<file path="config.mk">
export PLATFORM = sky130hd
export DESIGN_NAME = tmcw_front
export DESIGN_NICKNAME = d
export VERILOG_FILES = /design/src/hdl/tmcw_pkg.sv /design/src/hdl/tmcw_front.sv
export SDC_FILE = /design/constraint.sdc
export NUM_CORES = 1
export LEC_CHECK = 0
export BUFFER_PORTS_ARGS = -buffer_cell sky130_fd_sc_hd__buf_2
export CORE_MARGIN = 2
export CORE_UTILIZATION = 55
export CTS_CLUSTER_DIAMETER = 50
export DETAILED_ROUTE_END_ITERATION = 10
export HOLD_SLACK_MARGIN = 0.08
export PLACE_DENSITY = 0.92
export SLEW_MARGIN = 20
export SYNTH_ARGS = -nofsm -noshare
export SYNTH_HDL_FRONTEND = slang
export SYNTH_SLANG_ARGS = --single-unit
export TNS_END_PERCENT = 5
</file>
<file path="constraint.sdc">
create_clock -name i_clk -period 4 [get_ports i_clk]
set_input_delay 0.2 -clock i_clk [delete_from_list [all_inputs] [get_ports i_clk]]
set_output_delay 0.2 -clock i_clk [all_outputs]
set_load 0.03 [all_outputs]
</file>
<file path="src/hdl/tmcw_pkg.sv">
// ----------------------------------------------------------------------------
// tmcw_pkg
// Shared types and constants of the text-mode console writer.
// ----------------------------------------------------------------------------
package tmcw_pkg;

    localparam int CHAR_W       = 8;
    localparam int CELL_W       = 16;
    localparam int CELL_INDEX_W = 11;
    localparam int ROW_W        = 5;
    localparam int COL_W        = 7;

    localparam logic [CHAR_W-1:0] NEWLINE_CODE     = 8'd10;
    localparam logic [CHAR_W-1:0] SPACE_CODE       = 8'd32;
    localparam logic [CELL_W-1:0] RESET_CELL       = 16'h0720;
    localparam logic [CHAR_W-1:0] TEXT_COLOR_RESET = 8'd7;

    localparam logic REQ_PUT  = 1'b0;
    localparam logic REQ_READ = 1'b1;

    localparam int APB_DW  = 32;
    localparam int PADDR_W = 3;
    localparam logic [PADDR_W-3:0] REG_TEXT_COLOR = '0;

    localparam int QUEUE_DEPTH = 2;
    localparam int QPTR_W      = $clog2(QUEUE_DEPTH);

    typedef logic [1:0] t_op;
    localparam t_op OP_CHAR    = 2'd0;
    localparam t_op OP_NEWLINE = 2'd1;
    localparam t_op OP_READ    = 2'd2;

    typedef struct packed {
        logic                    req_type;
        logic [CHAR_W-1:0]       char_code;
        logic [CELL_INDEX_W-1:0] cell_index;
    } t_in_item;

    typedef struct packed {
        t_op                     op;
        logic [CHAR_W-1:0]       char_code;
        logic [CELL_INDEX_W-1:0] cell_index;
    } t_cmd;

    typedef struct packed {
        logic [CELL_W-1:0] cell_data;
        logic [ROW_W-1:0]  cursor_row;
        logic [COL_W-1:0]  cursor_col;
        logic              scrolled;
    } t_out_item;

endpackage

</file>
<file path="src/hdl/tmcw_front.sv">
// ----------------------------------------------------------------------------
// tmcw_front
// Accepts input transactions, decodes them into commands and buffers them
// in a short queue for the execution side.
// ----------------------------------------------------------------------------
module tmcw_front import tmcw_pkg::*; (
    input  logic     i_clk,
    input  logic     i_rst_n,
    input  logic     i_in_valid,
    output logic     o_in_stall,
    input  t_in_item i_in_item,
    output logic     o_cmd_valid,
    input  logic     i_cmd_ready,
    output t_cmd     o_cmd
);

    localparam logic [QPTR_W:0] FULL_CNT = (QPTR_W+1)'(QUEUE_DEPTH);

    t_cmd              r_q [QUEUE_DEPTH];
    logic [QPTR_W-1:0] r_wptr, n_wptr;
    logic [QPTR_W-1:0] r_rptr, n_rptr;
    logic [QPTR_W:0]   r_cnt, n_cnt;
    t_cmd              dec_cmd;
    logic              push, pop;

    always_comb begin
        dec_cmd.char_code  = i_in_item.char_code;
        dec_cmd.cell_index = i_in_item.cell_index;
        if (i_in_item.req_type == REQ_READ) begin
            dec_cmd.op = OP_READ;
        end else if (i_in_item.char_code == NEWLINE_CODE) begin
            dec_cmd.op = OP_NEWLINE;
        end else begin
            dec_cmd.op = OP_CHAR;
        end
    end

    assign o_in_stall  = (r_cnt == FULL_CNT);
    assign o_cmd_valid = (r_cnt != '0);
    assign o_cmd       = r_q[r_rptr];
    assign push        = i_in_valid & ~o_in_stall;
    assign pop         = o_cmd_valid & i_cmd_ready;

    always_comb begin
        n_wptr = push ? r_wptr + QPTR_W'(1) : r_wptr;
        n_rptr = pop  ? r_rptr + QPTR_W'(1) : r_rptr;
        n_cnt  = r_cnt + (QPTR_W+1)'(push) - (QPTR_W+1)'(pop);
    end

    always_ff @(posedge i_clk) begin
        if (!i_rst_n) begin
            r_wptr <= '0;
            r_rptr <= '0;
            r_cnt  <= '0;
        end else begin
            r_wptr <= n_wptr;
            r_rptr <= n_rptr;
            r_cnt  <= n_cnt;
        end
    end

    always_ff @(posedge i_clk) begin
        if (push) begin
            r_q[r_wptr] <= dec_cmd;
        end
    end

endmodule

</file>
---- Word level (Yosys, flattened, before mapping) ----
Memories as Yosys holds them, arrays and structs flattened. A register that Yosys moved wholly into a read port is not among the register bits.
Cells that the tools add are included.
storage, ports and cells
  register bits ........................... 4
  latch bits .............................. 0
  RAM bits ................................ 42
  ROM bits ................................ 0
  input bits .............................. 24
  word-level logic and storage cells ...... 20
  memories kept ........................... 1
cells by class
  add/subtract/negate cells ............... 4
  multipliers ............................. 0
  divide/modulo/power cells ............... 0
  magnitude comparators ................... 0
  equality and inequality tests ........... 2
  shift-type cells ........................ 0
  muxes and demuxes ....................... 6
  bitwise operators ....................... 3
  reduce and logical (&&, ||, !) cells .... 1
memory list
  name  depth  bits a word  read ports  clocked after memory_dff  wr ports  line              RTL
  r_q   2      21           1           1                         1         tmcw_front.sv:19  t_cmd r_q [QUEUE_DEPTH];
operator list
  cell                                            number
  == test 8 x 4 -> 1 bit (second input constant)  1
  2-to-1 mux 1 bit                                5
  adder 1 bit (second input constant)             2
  adder 2 x 1 -> 2 bit                            1
  bitwise AND 1 bit                               2
  == test 2 bit (second input constant)           1
  2-to-1 mux 2 bit                                1
  nonzero test 2 bit                              1
  subtractor 2 x 1 -> 2 bit                       1
  inverter 1 bit                                  1

---- Longest topological paths before layout ----
  word-level depth ........................ 5
  mapped depth ............................ 8
  mapped depth without buffers ............ 8

---- Least setup slack after synthesis ----
OpenSTA, ideal clock, no wires.
  kind .................................... flip-flop to flip-flop
  start ................................... reg r_cnt[0]
  end ..................................... mem r_q[0][0] (netlist bit) (enable)
  setup time .............................. 0.399 ns
  arrival ................................. 1.481 ns
  setup slack ............................. 2.120 ns
  stages on the path, launching flop included .. 4
  path buffers ............................ 0
  clock period less this slack ............ 1.880 ns
  cell sequence ........................... dfxtp_1 nand2b_1 nand2_1 nor2_1
on the way
  word-level cells in the longest chain between the ends .. 5
RTL lines
  what                                    line              RTL
  start, declared                         tmcw_front.sv:22  logic [QPTR_W:0] r_cnt, n_cnt;
  start signal, assigned                  tmcw_front.sv:58  r_cnt <= n_cnt;
  == test 2 bit                           tmcw_front.sv:38  assign o_in_stall = (r_cnt == FULL_CNT);
  inverter 1 bit                          tmcw_front.sv:41  assign push = i_in_valid & ~o_in_stall;
  bitwise AND 1 bit                       tmcw_front.sv:41
  2-to-1 mux 1 bit                        tmcw_front.sv:63  if (push) begin
  2-to-1 mux 1 bit (not written as such)  tmcw_front.sv:64  r_q[r_wptr] <= dec_cmd;
  end, declared                           tmcw_front.sv:19
Every way passes these cells.

==> flow_metrics.tcl <==
set metrics [dict create \
    start_util_pct 58.2 \
    htreeDepth 2 \
    drive_gt1_share_pct 45.5 \
    avgRoutedWirePerCell_microns 15.6 \
    cts_buffers 5 \
    grt_pass1_vias 1057 \
    mostFrequentLayoutCells "46 x buf_2, 42 x edfxtp_1, 21 x mux2_2, 20 x dlygate4sd3_1" \
    synth-warning-count 0 \
    clockBufferDepth 2 \
    regArea_sq_um 1360 \
    power.density_nw_per_um2 614 \
    hold_path_startpoint "i_rst_n" \
    clk_latency_ns 0.36 \
    synth_nets 121 \
    area_delta_synth_final_pct 29.6 \
    synthCells 95 \
    min_period_ns 2.11 \
    drt-initial-drc-count 22 \
    routabilityCongestion 0.651 \
    synth_seq_cells 47 \
    cts-root-buf "clkbuf_4" \
    grtUsageTotal_pct 18.8 \
    place_area_sq_um 2050 \
    grt_pass1_wl_microns 4690 \
    p_int_mw 0.895 \
    fin_hold_ws_ns 0.0985 \
    end_kind "output port" \
    swShare_pct 36.7 \
    pwr-share-clk_pct 14.6 \
    fin_nets 192 \
    holdCritPathClass "in -> reg" \
    ys_seq_area_share_pct 76.6 \
    fin_area_sq_um 2300 \
    crit_arrival_ns 1.91 \
    slew_viol_final 0 \
    multi_input_area_sq_um 393 \
    die_x_microns 60.9 \
    cts-resized-gates 0 \
    hold_viol 0 \
    cp.required_ns 3.80 \
    post-dp-hpwl_microns 2070 \
    vdd_drop_max_uv 365 \
    max-cap-violations 0 \
    seq_power_share_pct 49.3 \
    finalWirelength_microns 3300 \
    drtPass1Iterations 4 \
    pwr-share-comb_pct 36.1 \
    drt_drc_violations_left 0 \
    ant_nets 0 \
    fin_crit_sh_pct 52.8 \
    mostFrequentLayoutCell "buf_2" \
    worst_pin_slew_ns 1.04 \
    status "completed" \
    p_switching_mw 0.519 \
    post_cts_buffers 0 \
    cts.clk_slew.worst_paths_ns 0.12 \
    setup_viol 0 \
    cellLeakagePower_nw 0.895 \
    cts_tree "built" \
    ys_types 20 \
    grt_max_degree 22 \
    critPathKind "reg -> out" \
    rsz0062_at_grt "no" \
    syn_avg_cell_area_sq_um 18.7 \
    grt_overflow 0 \
    cp_max_fo 21 \
    max_freq_mhz 474 \
    io_pins 47 \
    slew_headroom_pct 30.3 \
    syn_area_sq_um 1780 \
    vias 1074 \
    diodes 0 \
    viasPerCell 5.09 \
    die_h_microns 60.9 \
    rows 20 \
    fill_cells 206 \
    io_buffers 46 \
    final.setup.tns_ns 0 \
    coreArea_sq_um 3050 \
    antenna_found_initial 0 \
    die_area_sq_um 3700 \
    start_kind "register" \
    clock_sinks 47 \
    fin_skew_ns 0.00615 \
    r2r_start "r_cnt[0]" \
]
==> power by group through the flow <==
| stage | registers [mW] | clock network (mW) | logic [mW] |
|---|---|---|---|
| 2_1_floorplan | 0.668 | 0 | 0.399 |
| 3_3_place_gp | 0.698 | 0 | 0.478 |
| 3_5_place_dp | 0.708 | 0 | 0.495 |
| 4_1_cts | 0.696 | 0.208 | 0.513 |
| 5_1_grt | 0.706 | 0.226 | 0.544 |
| 6_report | 0.697 | 0.207 | 0.510 |
==> final cells by class <==
type                            count  share of cell area (%)
Clock buffer                        5                    1.63
Clock inverter                      3                   0.652
Inverter                            3                   0.489
Multi-Input combinational cell     43                    17.1
Sequential cell                    47                    59.1
Tap cell                           44                    2.39
Timing Repair Buffer               66                    18.7
==> Yosys cell counts <==
| library cell | instances | area, sq um |
|---|---|---|
| xnor2_1 | 1 | 8.76 |
| xor2_1 | 1 | 8.76 |
| and2_1 | 2 | 12.5 |
| mux2_2 | 21 | 236 |
| nor3_1 | 1 | 5.00 |
| and3_1 | 1 | 6.26 |
| edfxtp_1 | 42 | 1260 |
| nor2_1 | 4 | 15.0 |
| dfxtp_1 | 5 | 100 |
| or2_2 | 1 | 6.26 |
| nand2_1 | 2 | 7.51 |
| inv_1 | 3 | 11.3 |
| o21a_1 | 1 | 7.51 |
| nor4b_2 | 1 | 15.0 |
| buf_4 | 2 | 15.0 |
| nand3b_1 | 1 | 7.51 |
| nor4_1 | 1 | 6.26 |
| nand2b_1 | 2 | 12.5 |
| mux2i_1 | 1 | 10.0 |
| ha_1 | 2 | 25.0 |
==> kinds of logic after synthesis <==
group / Yosys count / synth area share [%]
buffers and inverters: 5 / 1.48
muxes: 22 / 13.9
and+or+nand+nor: 16 / 5.28
AOI/OAI and AO/OA: 1 / 0.422
adders and majority gates: 2 / 1.41
DFF: 47 / 76.6
xor gates and xnor gates: 2 / 0.985
==> per-layer routing <==
layer  up-vias  global-route usage, %  wire (microns)
li1        498                      -               -
met2        36                   35.6            1830
met1       532                   19.0            1260
met5         -                      0               0
met4         0                   9.32              59
met3         8                   4.48             147
==> worst max-delay path, cell delays in order (launching register included) <==
cell	delay, ns
dfxtp_1	0.95
mux2_2	0.42
buf_2	0.18
==> final timing paths <==
kind | end | slack, ns | depth (start not counted)
max | o_cmd[11] | 1.89 | 2
min | r_cnt[0] | 0.1 | 2
max reg2reg | r_q[0][19] | 2.13 | 3
min reg2reg | r_wptr | 0.52 | 2
==> per-stage QoR <==
step	power, mW	std cells	utilization, %	worst slack, ns
2_1_floorplan	1.07	95	-	2.12
5_1_grt	1.48	211	75.5	1.80
3_3_place_gp	1.18	183	67.2	2.24
4_1_cts	1.42	211	75.5	1.89
6_report	1.41	211	75.5	1.89
3_5_place_dp	1.20	183	67.2	2.13
==> registers in the layout, summed over array words and instances, names as in the netlist, named ones only <==
signal and count:
r_cnt 2, r_q 42, r_rptr 1, r_wptr 1
==> what timing repair did <==
action                                  CTS  global route
endpoints found under the setup margin    0             0
hold buffers                             20             0
hold endpoints to repair                 40             0
(Power assumes the default switching activity.)
